$ cat config.mk
export PLATFORM = sky130hd
export DESIGN_NAME = poll_cadence_window_monitor_unit
export DESIGN_NICKNAME = d
export VERILOG_FILES = /design/src/rtl/core/pcwm_pkg.sv /design/src/rtl/core/pcwm_front.sv /design/src/rtl/core/pcwm_back.sv /design/src/rtl/core/poll_cadence_window_monitor_unit.sv
export SDC_FILE = /design/constraint.sdc
export NUM_CORES = 2
export LEC_CHECK = 0
export BUFFER_PORTS_ARGS = -buffer_cell sky130_fd_sc_hd__buf_2
export CORE_ASPECT_RATIO = 1.1
export CORE_UTILIZATION = 63
export DETAILED_ROUTE_END_ITERATION = 12
export GPL_TIMING_DRIVEN = 0
export MAX_ROUTING_LAYER = met4
export PLACE_DENSITY = 0.8
export SLEW_MARGIN = 15
export SYNTH_ARGS = -nofsm -noshare
export SYNTH_HDL_FRONTEND = slang
export SYNTH_SLANG_ARGS = --single-unit
$ cat constraint.sdc
create_clock -name clock -period 19.8 [get_ports clock]
set_input_delay 0 -clock clock [delete_from_list [all_inputs] [get_ports clock]]
set_output_delay 0 -clock clock [all_outputs]
set_load 0.1 [all_outputs]
$ cat src/rtl/core/pcwm_pkg.sv
// Package of the poll cadence window monitor.
// Holds the shared types, register indexes and reset constants.
// Used by pcwm_front, pcwm_back and the top level; depends on nothing.
package pcwm_pkg;

   localparam int NUM_BUCKETS = 6;
   localparam int NUM_LIMITS  = 5;
   localparam int FRAME_BYTES = 25;
   localparam int FRAME_IDX_W = 5;

   localparam logic [2:0] REG_WINDOW_TICKS = 3'd0;
   localparam logic [2:0] REG_GAP_A        = 3'd1;
   localparam logic [2:0] REG_GAP_B        = 3'd2;
   localparam logic [2:0] REG_GAP_C        = 3'd3;
   localparam logic [2:0] REG_GAP_D        = 3'd4;
   localparam logic [2:0] REG_GAP_E        = 3'd5;

   localparam logic [31:0] WINDOW_TICKS_RESET = 32'd1000000;
   localparam logic [15:0] GAP_A_RESET        = 16'd1000;
   localparam logic [15:0] GAP_B_RESET        = 16'd1250;
   localparam logic [15:0] GAP_C_RESET        = 16'd1500;
   localparam logic [15:0] GAP_D_RESET        = 16'd2000;
   localparam logic [15:0] GAP_E_RESET        = 16'd5000;
   localparam logic [15:0] COUNT_MAX          = 16'hffff;
   localparam logic [7:0]  NO_WINDOW          = 8'hff;

   localparam logic [1:0] OP_SCAN = 2'd0;
   localparam logic [1:0] OP_POLL = 2'd1;
   localparam logic [1:0] OP_PAGE = 2'd2;

   typedef enum logic [1:0] {
      KIND_SCAN,
      KIND_POLL,
      KIND_PAGE,
      KIND_BAD
   } kind_type;

   typedef struct packed {
      kind_type    kind;
      logic [31:0] now_ticks;
      logic [7:0]  page_number;
   } job_type;

   typedef struct packed {
      logic [31:0]                  window_ticks;
      logic [NUM_LIMITS-1:0][15:0]  gap_limit;
   } cfg_type;

   typedef struct packed {
      logic [NUM_BUCKETS-1:0][15:0] histogram;
      logic [15:0]                  poll_count;
      logic [15:0]                  scan_count;
      logic [31:0]                  max_gap;
   } window_type;

   typedef enum logic [2:0] {
      B_IDLE,
      B_DIVIDE,
      B_PUSH,
      B_UPDATE,
      B_FETCH,
      B_EMIT
   } back_state_type;

endpackage

$ cat src/rtl/core/pcwm_front.sv
// Front part of the poll cadence window monitor: accepts and classifies items.
// Classified jobs wait in a two-entry queue for the back part. Uses pcwm_pkg.
module pcwm_front import pcwm_pkg::*; #(
   parameter int RING_WINDOWS = 8
) (
   input  logic        clock,
   input  logic        reset,
   input  logic        req_tvalid,
   output logic        req_tready,
   input  logic [39:0] req_tdata,   // now_ticks[31:0], page_number[39:32]
   input  logic [1:0]  req_tuser,   // op[1:0]
   output logic        job_valid,
   output job_type     job,
   input  logic        job_take
);

   localparam logic [8:0] RING_LIMIT = 9'(RING_WINDOWS);

   job_type    slot_ff [2];
   logic       wr_ptr_ff, wr_ptr_in;
   logic       rd_ptr_ff, rd_ptr_in;
   logic [1:0] count_ff, count_in;
   logic       push;
   job_type    incoming;

   always_comb begin
      incoming.now_ticks   = req_tdata[31:0];
      incoming.page_number = req_tdata[39:32];
      case (req_tuser)
         OP_SCAN: incoming.kind = KIND_SCAN;
         OP_POLL: incoming.kind = KIND_POLL;
         OP_PAGE: begin
            if ({1'b0, req_tdata[39:32]} > RING_LIMIT) begin
               incoming.kind = KIND_BAD;
            end else begin
               incoming.kind = KIND_PAGE;
            end
         end
         default: incoming.kind = KIND_BAD;
      endcase
   end

   assign req_tready = (count_ff != 2'd2);
   assign push       = req_tvalid && req_tready && (req_tuser != 2'd3);
   assign job_valid  = (count_ff != 2'd0);
   assign job        = slot_ff[rd_ptr_ff];

   always_comb begin
      wr_ptr_in = wr_ptr_ff ^ push;
      rd_ptr_in = rd_ptr_ff ^ job_take;
      count_in  = count_ff + 2'(push) - 2'(job_take);
   end

   always_ff @(posedge clock) begin
      if (reset) begin
         wr_ptr_ff <= 1'b0;
         rd_ptr_ff <= 1'b0;
         count_ff  <= 2'd0;
      end else begin
         wr_ptr_ff <= wr_ptr_in;
         rd_ptr_ff <= rd_ptr_in;
         count_ff  <= count_in;
      end
   end

   always_ff @(posedge clock) begin
      if (push) begin
         slot_ff[wr_ptr_ff] <= incoming;
      end
   end

endmodule

$ cat src/rtl/core/pcwm_back.sv
// Back part of the poll cadence window monitor: window advance, statistics and pages.
// Holds the ring of completed windows, a serial divider and the output register.
// Uses pcwm_pkg; fed by pcwm_front.
module pcwm_back import pcwm_pkg::*; #(
   parameter int RING_WINDOWS  = 8,
   parameter int PAYLOAD_BYTES = 32
) (
   input  logic       clock,
   input  logic       reset,
   input  cfg_type    cfg,
   input  logic       job_valid,
   input  job_type    job,
   output logic       job_take,
   output logic       rsp_tvalid,
   input  logic       rsp_tready,
   output logic [7:0] rsp_tdata,
   output logic       rsp_tlast,
   output logic       rsp_tuser
);

   localparam int SW = (RING_WINDOWS > 1) ? $clog2(RING_WINDOWS) : 1;
   localparam int FW = $clog2(RING_WINDOWS + 1);
   localparam int CW = $clog2(PAYLOAD_BYTES);
   localparam logic [31:0] RING_W32 = 32'(RING_WINDOWS);
   localparam logic [8:0]  RING_W9  = 9'(RING_WINDOWS);
   localparam logic [FW-1:0] RING_WF = FW'(RING_WINDOWS);
   localparam logic [SW-1:0] LAST_SLOT = SW'(RING_WINDOWS - 1);
   localparam logic [CW-1:0] LAST_BYTE = CW'(PAYLOAD_BYTES - 1);
   localparam logic [7:0]  PAGE_COUNT = 8'(RING_WINDOWS + 1);

   back_state_type state_ff, state_in;
   job_type        job_ff, job_in;
   logic [31:0]    quot_ff, quot_in;
   logic [31:0]    rem_ff, rem_in;
   logic [4:0]     step_ff, step_in;
   logic [FW-1:0]  push_left_ff, push_left_in;
   window_type     cur_ff, cur_in;
   logic [31:0]    window_start_ff, window_start_in;
   logic [31:0]    prev_poll_ff, prev_poll_in;
   logic [31:0]    seq_ff, seq_in;
   logic [SW-1:0]  next_slot_ff, next_slot_in;
   logic [FW-1:0]  filled_ff, filled_in;
   logic           started_ff, started_in;
   logic           prev_known_ff, prev_known_in;
   logic           win_ok_ff, win_ok_in;
   logic [CW-1:0]  byte_cnt_ff, byte_cnt_in;
   logic           rsp_valid_ff, rsp_valid_in;
   logic [7:0]     rsp_data_ff, rsp_data_in;
   logic           rsp_last_ff, rsp_last_in;
   logic           rsp_user_ff, rsp_user_in;

   window_type     ring_mem [RING_WINDOWS];
   window_type     ring_q_ff;
   logic           mem_we, mem_re;
   logic [SW-1:0]  mem_ra;

   logic [31:0]    len;
   logic [32:0]    rem_sh;
   logic           rem_ge;
   logic [31:0]    gap;
   logic [2:0]     bucket;
   logic [8:0]     oldest9, slot9;
   logic [7:0]     win_idx;
   logic [7:0]     frame [FRAME_BYTES];
   logic [7:0]     cur_byte;

   always_comb begin
      len    = (cfg.window_ticks == 32'd0) ? 32'd1 : cfg.window_ticks;
      rem_sh = {rem_ff, quot_ff[31]};
      rem_ge = (rem_sh >= {1'b0, len});
      gap    = job_ff.now_ticks - prev_poll_ff;
      if (gap <= {16'd0, cfg.gap_limit[0]}) begin
         bucket = 3'd0;
      end else if (gap <= {16'd0, cfg.gap_limit[1]}) begin
         bucket = 3'd1;
      end else if (gap <= {16'd0, cfg.gap_limit[2]}) begin
         bucket = 3'd2;
      end else if (gap <= {16'd0, cfg.gap_limit[3]}) begin
         bucket = 3'd3;
      end else if (gap <= {16'd0, cfg.gap_limit[4]}) begin
         bucket = 3'd4;
      end else begin
         bucket = 3'd5;
      end
      win_idx = job_ff.page_number - 8'd1;
      oldest9 = 9'(next_slot_ff) + ((9'(next_slot_ff) < 9'(filled_ff)) ? RING_W9 : 9'd0)
                - 9'(filled_ff);
      slot9   = oldest9 + {1'b0, win_idx};
      if (slot9 >= RING_W9) begin
         slot9 = slot9 - RING_W9;
      end
   end

   always_comb begin
      for (int i = 0; i < FRAME_BYTES; i++) begin
         frame[i] = 8'd0;
      end
      if (job_ff.page_number == 8'd0) begin
         frame[0] = 8'd1;
         frame[1] = PAGE_COUNT;
         frame[2] = 8'(filled_ff);
         for (int i = 0; i < 4; i++) begin
            frame[3 + i] = seq_ff[8*i +: 8];
            frame[7 + i] = cfg.window_ticks[8*i +: 8];
         end
         for (int i = 0; i < NUM_LIMITS; i++) begin
            frame[11 + 2*i] = cfg.gap_limit[i][7:0];
            frame[12 + 2*i] = cfg.gap_limit[i][15:8];
         end
         frame[21] = {7'd0, started_ff};
      end else begin
         for (int i = 0; i < 4; i++) begin
            frame[i] = seq_ff[8*i +: 8];
         end
         frame[4] = NO_WINDOW;
         if (win_ok_ff) begin
            frame[4] = win_idx;
            for (int i = 0; i < 4; i++) begin
               frame[5 + i] = ring_q_ff.max_gap[8*i +: 8];
            end
            frame[9]  = ring_q_ff.scan_count[7:0];
            frame[10] = ring_q_ff.scan_count[15:8];
            frame[11] = ring_q_ff.poll_count[7:0];
            frame[12] = ring_q_ff.poll_count[15:8];
            for (int i = 0; i < NUM_BUCKETS; i++) begin
               frame[13 + 2*i] = ring_q_ff.histogram[i][7:0];
               frame[14 + 2*i] = ring_q_ff.histogram[i][15:8];
            end
         end
      end
      if (32'(byte_cnt_ff) < 32'(FRAME_BYTES)) begin
         cur_byte = frame[byte_cnt_ff[FRAME_IDX_W-1:0]];
      end else begin
         cur_byte = 8'd0;
      end
   end

   always_comb begin
      state_in        = state_ff;
      job_in          = job_ff;
      quot_in         = quot_ff;
      rem_in          = rem_ff;
      step_in         = step_ff;
      push_left_in    = push_left_ff;
      cur_in          = cur_ff;
      window_start_in = window_start_ff;
      prev_poll_in    = prev_poll_ff;
      seq_in          = seq_ff;
      next_slot_in    = next_slot_ff;
      filled_in       = filled_ff;
      started_in      = started_ff;
      prev_known_in   = prev_known_ff;
      win_ok_in       = win_ok_ff;
      byte_cnt_in     = byte_cnt_ff;
      rsp_valid_in    = rsp_valid_ff && !rsp_tready;
      rsp_data_in     = rsp_data_ff;
      rsp_last_in     = rsp_last_ff;
      rsp_user_in     = rsp_user_ff;
      job_take        = 1'b0;
      mem_we          = 1'b0;
      mem_re          = 1'b0;
      mem_ra          = slot9[SW-1:0];

      case (state_ff)
         B_IDLE: begin
            if (job_valid) begin
               job_take    = 1'b1;
               job_in      = job;
               byte_cnt_in = '0;
               case (job.kind)
                  KIND_SCAN, KIND_POLL: begin
                     if (!started_ff) begin
                        started_in      = 1'b1;
                        window_start_in = job.now_ticks;
                        state_in        = B_UPDATE;
                     end else begin
                        quot_in  = job.now_ticks - window_start_ff;
                        rem_in   = 32'd0;
                        step_in  = 5'd0;
                        state_in = B_DIVIDE;
                     end
                  end
                  KIND_PAGE: state_in = B_FETCH;
                  default:   state_in = B_EMIT;
               endcase
            end
         end
         B_DIVIDE: begin
            rem_in  = rem_ge ? 32'(rem_sh - {1'b0, len}) : rem_sh[31:0];
            quot_in = {quot_ff[30:0], rem_ge};
            step_in = step_ff + 5'd1;
            if (step_ff == 5'd31) begin
               window_start_in = job_ff.now_ticks - rem_in;
               push_left_in    = (quot_in > RING_W32) ? RING_WF : quot_in[FW-1:0];
               state_in        = (quot_in == 32'd0) ? B_UPDATE : B_PUSH;
            end
         end
         B_PUSH: begin
            mem_we       = 1'b1;
            cur_in       = '0;
            next_slot_in = (next_slot_ff == LAST_SLOT) ? '0 : next_slot_ff + SW'(1);
            filled_in    = (filled_ff == RING_WF) ? filled_ff : filled_ff + FW'(1);
            seq_in       = seq_ff + 32'd1;
            push_left_in = push_left_ff - FW'(1);
            if (push_left_ff == FW'(1)) begin
               state_in = B_UPDATE;
            end
         end
         B_UPDATE: begin
            if (job_ff.kind == KIND_SCAN) begin
               if (cur_ff.scan_count != COUNT_MAX) begin
                  cur_in.scan_count = cur_ff.scan_count + 16'd1;
               end
            end else begin
               if (cur_ff.poll_count != COUNT_MAX) begin
                  cur_in.poll_count = cur_ff.poll_count + 16'd1;
               end
               if (prev_known_ff) begin
                  if (gap > cur_ff.max_gap) begin
                     cur_in.max_gap = gap;
                  end
                  if (cur_ff.histogram[bucket] != COUNT_MAX) begin
                     cur_in.histogram[bucket] = cur_ff.histogram[bucket] + 16'd1;
                  end
               end
               prev_poll_in  = job_ff.now_ticks;
               prev_known_in = 1'b1;
            end
            state_in = B_IDLE;
         end
         B_FETCH: begin
            mem_re    = 1'b1;
            win_ok_in = (job_ff.page_number != 8'd0) && (9'(win_idx) < 9'(filled_ff));
            state_in  = B_EMIT;
         end
         B_EMIT: begin
            if (!rsp_valid_ff || rsp_tready) begin
               rsp_valid_in = 1'b1;
               if (job_ff.kind == KIND_BAD) begin
                  rsp_data_in = 8'd0;
                  rsp_last_in = 1'b1;
                  rsp_user_in = 1'b0;
                  state_in    = B_IDLE;
               end else begin
                  rsp_data_in = cur_byte;
                  rsp_last_in = (byte_cnt_ff == LAST_BYTE);
                  rsp_user_in = 1'b1;
                  byte_cnt_in = byte_cnt_ff + CW'(1);
                  if (byte_cnt_ff == LAST_BYTE) begin
                     state_in = B_IDLE;
                  end
               end
            end
         end
         default: state_in = B_IDLE;
      endcase
   end

   always_ff @(posedge clock) begin
      if (reset) begin
         state_ff        <= B_IDLE;
         cur_ff          <= '0;
         window_start_ff <= 32'd0;
         prev_poll_ff    <= 32'd0;
         seq_ff          <= 32'd0;
         next_slot_ff    <= '0;
         filled_ff       <= '0;
         started_ff      <= 1'b0;
         prev_known_ff   <= 1'b0;
         rsp_valid_ff    <= 1'b0;
      end else begin
         state_ff        <= state_in;
         cur_ff          <= cur_in;
         window_start_ff <= window_start_in;
         prev_poll_ff    <= prev_poll_in;
         seq_ff          <= seq_in;
         next_slot_ff    <= next_slot_in;
         filled_ff       <= filled_in;
         started_ff      <= started_in;
         prev_known_ff   <= prev_known_in;
         rsp_valid_ff    <= rsp_valid_in;
      end
   end

   always_ff @(posedge clock) begin
      job_ff       <= job_in;
      quot_ff      <= quot_in;
      rem_ff       <= rem_in;
      step_ff      <= step_in;
      push_left_ff <= push_left_in;
      win_ok_ff    <= win_ok_in;
      byte_cnt_ff  <= byte_cnt_in;
      rsp_data_ff  <= rsp_data_in;
      rsp_last_ff  <= rsp_last_in;
      rsp_user_ff  <= rsp_user_in;
   end

   always_ff @(posedge clock) begin
      if (mem_we) begin
         ring_mem[next_slot_ff] <= cur_ff;
      end
      if (mem_re) begin
         ring_q_ff <= ring_mem[mem_ra];
      end
   end

   assign rsp_tvalid = rsp_valid_ff;
   assign rsp_tdata  = rsp_data_ff;
   assign rsp_tlast  = rsp_last_ff;
   assign rsp_tuser  = rsp_user_ff;

endmodule

$ cat src/rtl/core/poll_cadence_window_monitor_unit.sv
// Top level of the poll cadence window monitor: register port and the two parts.
// Instantiates pcwm_front and pcwm_back; uses pcwm_pkg.
//
//   Channel | Direction | Carries
//   req_    | in        | scan, poll or page read item
//   rsp_    | out       | page payload bytes
//   csr_    | in/out    | window length and five gap limits
//
// Once taken from the queue, a scan or poll runs the one-bit-a-cycle divider of the
// elapsed time by the window length, pushes ended windows, then updates counts.
// The first event after reset starts the window clock and skips the divider.
// A page read fetches from the ring, then sends its bytes as the sink takes them.
// Reset is synchronous and clears all statistics; a page shows only written windows.
// The two-entry queue accepts items while the back part works or stalls, until full.
module poll_cadence_window_monitor_unit import pcwm_pkg::*; #(
   parameter int RING_WINDOWS  = 8,
   parameter int PAYLOAD_BYTES = 32
) (
   input  logic        clock,
   input  logic        reset,
   input  logic        req_tvalid,
   output logic        req_tready,
   input  logic [39:0] req_tdata,   // now_ticks[31:0], page_number[39:32]
   input  logic [1:0]  req_tuser,   // op[1:0]
   output logic        rsp_tvalid,
   input  logic        rsp_tready,
   output logic [7:0]  rsp_tdata,   // payload_byte[7:0]
   output logic        rsp_tlast,
   output logic        rsp_tuser,   // page_valid[0]
   input  logic        csr_psel,
   input  logic        csr_penable,
   input  logic        csr_pwrite,
   input  logic [4:0]  csr_paddr,
   input  logic [31:0] csr_pwdata,
   output logic [31:0] csr_prdata,
   output logic        csr_pready
);

   cfg_type    cfg_ff, cfg_in;
   logic       job_valid;
   job_type    job;
   logic       job_take;
   logic [2:0] reg_index;
   logic       csr_write;

   assign csr_pready = 1'b1;
   assign reg_index  = csr_paddr[4:2];
   assign csr_write  = csr_psel && csr_penable && csr_pwrite && csr_pready;

   always_comb begin
      cfg_in = cfg_ff;
      if (csr_write) begin
         case (reg_index)
            REG_WINDOW_TICKS: cfg_in.window_ticks = csr_pwdata;
            REG_GAP_A:        cfg_in.gap_limit[0] = csr_pwdata[15:0];
            REG_GAP_B:        cfg_in.gap_limit[1] = csr_pwdata[15:0];
            REG_GAP_C:        cfg_in.gap_limit[2] = csr_pwdata[15:0];
            REG_GAP_D:        cfg_in.gap_limit[3] = csr_pwdata[15:0];
            REG_GAP_E:        cfg_in.gap_limit[4] = csr_pwdata[15:0];
            default:          cfg_in = cfg_ff;
         endcase
      end
      case (reg_index)
         REG_WINDOW_TICKS: csr_prdata = cfg_ff.window_ticks;
         REG_GAP_A:        csr_prdata = {16'd0, cfg_ff.gap_limit[0]};
         REG_GAP_B:        csr_prdata = {16'd0, cfg_ff.gap_limit[1]};
         REG_GAP_C:        csr_prdata = {16'd0, cfg_ff.gap_limit[2]};
         REG_GAP_D:        csr_prdata = {16'd0, cfg_ff.gap_limit[3]};
         REG_GAP_E:        csr_prdata = {16'd0, cfg_ff.gap_limit[4]};
         default:          csr_prdata = 32'd0;
      endcase
   end

   always_ff @(posedge clock) begin
      if (reset) begin
         cfg_ff.window_ticks <= WINDOW_TICKS_RESET;
         cfg_ff.gap_limit[0] <= GAP_A_RESET;
         cfg_ff.gap_limit[1] <= GAP_B_RESET;
         cfg_ff.gap_limit[2] <= GAP_C_RESET;
         cfg_ff.gap_limit[3] <= GAP_D_RESET;
         cfg_ff.gap_limit[4] <= GAP_E_RESET;
      end else begin
         cfg_ff <= cfg_in;
      end
   end

   pcwm_front #(
      .RING_WINDOWS(RING_WINDOWS)
   ) u_front (
      .clock      (clock),
      .reset      (reset),
      .req_tvalid (req_tvalid),
      .req_tready (req_tready),
      .req_tdata  (req_tdata),
      .req_tuser  (req_tuser),
      .job_valid  (job_valid),
      .job        (job),
      .job_take   (job_take)
   );

   pcwm_back #(
      .RING_WINDOWS (RING_WINDOWS),
      .PAYLOAD_BYTES(PAYLOAD_BYTES)
   ) u_back (
      .clock      (clock),
      .reset      (reset),
      .cfg        (cfg_ff),
      .job_valid  (job_valid),
      .job        (job),
      .job_take   (job_take),
      .rsp_tvalid (rsp_tvalid),
      .rsp_tready (rsp_tready),
      .rsp_tdata  (rsp_tdata),
      .rsp_tlast  (rsp_tlast),
      .rsp_tuser  (rsp_tuser)
   );

endmodule

==> results.cfg <==
[critical_path]
cp.required_ps = 20580
path_class = register to register
startpoint_type = register
r2r-start = cfg_ff[108]$_SDFFE_PP0P_
critPathMaxStageDelay_ps = 740
critPathArrivalTime_ps = 11070
critPathMaxFanout = 10
end_kind = register
crit_path_start = cfg_ff[108]$_SDFFE_PP0P_
crit_top_cell = o21ai_0
slowest_stage = clkbuf_1

[power_and_ir_drop]
p_sw_frac = 0.399
clock_power_share = 0.211
max-vdd-ir-drop_mv = 0.158
p_seq_frac = 0.311
power.leakage_nw = 34.3
intPower_mw = 10.7
pwr-share-comb = 0.477
powerDensity_nw_per_um2 = 172
power_mw = 17.7
p_switching_mw = 7.06

[drt]
viasPerCell = 6.82
ant_nets = 0
vias = 61200
drt_iter0_markers = 8537
wl_per_cell_um = 33.7
drc = 0
drt-total-wl_mm = 302
dr.pass1.iters = 7

[floorplan]
dieArea_um2 = 144000
die_width_um = 362
core_um2 = 141000
die_h_um = 398
pin_count = 131
start_util = 0.638
placementRows = 144

[logic_synthesis]
synth.most_common_cell = edfxtp_1
ys_ff_latch = 2040
synth_top_cell_by_area = edfxtp_1
synth_edf_count = 1655
async_flop_share = 0
yosysWarningCount = 0
synth_seq_area_share = 0.639
ys_top_cells_by_count = 1655 x edfxtp_1, 500 x nand2_1, 386 x mux4_2, 385 x dfxtp_1, 364 x a21oi_1
synth_flop_cell = edfxtp_1
syn-cell-area_um2 = 89800
synth_fp_nets = 6552
postSynthCellCount = 6199
yosysTopAreaCellShare = 0.553
synthDistinctLibCells = 93
synth_area_leaders = edfxtp_1 55%, mux4_2 9.7%, dfxtp_1 8.6%, ha_1 3.6%, mux2_2 2.6%
avgSynthCellArea_um2 = 14.5

[final_layout]
stdcell_count = 8969
syn_to_final_growth_pct = 14.5
nFillCells = 8537
drive_above_1_share = 0.190
finalInstanceArea_um2 = 103000
num-nets-final = 7241

[placed_design]
place_area_um2 = 95000
place_inst = 8454
numPortBuffers = 127
place_congestion = 1.08
dp_hpwl_mm = 216

[cts]
insertion_delay_ps = 880
cts_tree = built
hold_buffers = 140
cts-root-buf = clkbuf_16
cts.clk_slew.worst_paths_ps = 60
clock-sinks = 2040
ctsResizeCount = 0
cts_setup_buffers = 0
cts_buffers = 190
htree_levels = 4
clk_path_buf_depth = 3

[timing]
period_share = 0.519
fmax_mhz = 97.2
rsz0062_at_grt = false
period_needed_ps = 10290
slew_headroom = 0.124
fin_skew_ps = 62.2
worst_pin_slew_ps = 1300
whs_ps = 55.6
report.final.slew_viol_count = 0
setup_viol = 0
final-hold-violation-count = 0

[flow_run]
drv_cap = 0

[global_route]
track_usage = 0.434
antenna_found_initial = 24
grt_pass1_vias = 59900
overflow = 0
grt_max_degree = 48
grt_pass1_wl_mm = 425

[hold_path]
min_from = req_tuser[1]
hold_path_class = input port to register

[run_status]
status = finished, final reports clean
==> worst max-delay path: cells and delay by family, from the launching register on <==
kind | cells | cell delay (ps)
AOI/OAI and AO/OA | 21 | 5840
and+or+nand+nor | 7 | 1710
buffers and inverters | 2 | 1300
DFF | 1 | 710
adders and majority gates | 2 | 630
==> cell usage in the layout (no fill, tap or decap), drive strengths merged, types with 54 or more instances in the layout <==
cell and count:
nor3 69, inv 293, o2bb2ai 63, buf 432
ha 261, edfxtp 1655, nand2b 67, a211oi 54
clkinv 71, nor2 356, mux4 386, xnor2 86
a21oi 370, nand2 500, clkbuf 478, nand3 147
a22oi 65, o21ai 151, xor2 93, mux2 207
dfxtp 385, dlygate4sd3 140
==> kinds of logic (layout without fill, tap and decap cells) <==
family | count (synthesis) | count (layout) | synth area share
flip-flops | 2040 | 2040 | 0.639
AND/OR/NAND/NOR | 1397 | 1397 | 0.0714
AO/OA/AOI/OAI | 1097 | 1097 | 0.0822
multiplexers | 628 | 628 | 0.127
buffers and inverters | 590 | 1442 | 0.0252
adder cells (fa/ha/maj) | 267 | 267 | 0.0377
XOR/XNOR | 179 | 179 | 0.0175
other | 1 | 21 | 0.0000418
==> path summary, 6_finish.rpt <==
check / end / slack [ps] / cells after the start
worst max-delay path: u_back.window_start_ff[31]$_SDFFE_PP0P_ / 9510 / 32
worst min-delay path: u_front.slot_ff[0][41]$_DFFE_PP_ / 60 / 3
worst max register to register: u_back.window_start_ff[31]$_SDFFE_PP0P_ / 9510 / 32
worst min register to register: u_back.prev_poll_ff[20]$_SDFFE_PP0P_ / 460 / 2
==> power by group through the flow <==
stage          clock network (mW)  logic [mW]  registers, mW
6_report                     3.74        8.46           5.52
5_1_grt                      3.90        8.85           5.52
4_1_cts                      3.74        8.28           5.50
3_5_place_dp                    0        8.12           5.57
3_3_place_gp                    0        7.81           5.75
2_1_floorplan                   0        5.44           5.52
==> flip-flops by register name, indices dropped and copies added (netlist names), 42 cells and up <==
signal	count
u_back.ring_mem	1280
u_back.job_ff	42
u_back.ring_q_ff	160
cfg_ff	112
u_back.cur_ff	160
u_front.slot_ff	84
==> layer usage <==
layer,part of all wire,vias up,GRT usage
met4,0.074,0,0.270
met2,0.47,4471,0.669
met1,0.35,30400,0.525
li1,-,25300,-
met3,0.11,1011,0.0956
met5,0,-,-
==> per-stage QoR <==
stage                     utilization  setup TNS, ps  setup slack (ps)
after detailed placement        0.675              0              9860
after CTS                       0.730              0              9840
final                           0.731              0              9510
after global placement          0.660       -8943600            -15130
after floorplan                     -              0              1480
after global routing            0.731              0              9090
==> cell type report <==
type                            instances  area [µm²]  area share
Timing Repair Buffer                  497        3990      0.0388
Inverter                              287        1080      0.0105
Clock buffer                          250        5180      0.0504
Antenna cell                           20        50.0    0.000487
Sequential cell                      2040       57400       0.558
Multi-Input combinational cell       3569       30300       0.295
Buffer                                303        1210      0.0118
Clock inverter                        105        1210      0.0118
Tap cell                             1898        2370      0.0231
(Power assumes the default switching activity.)
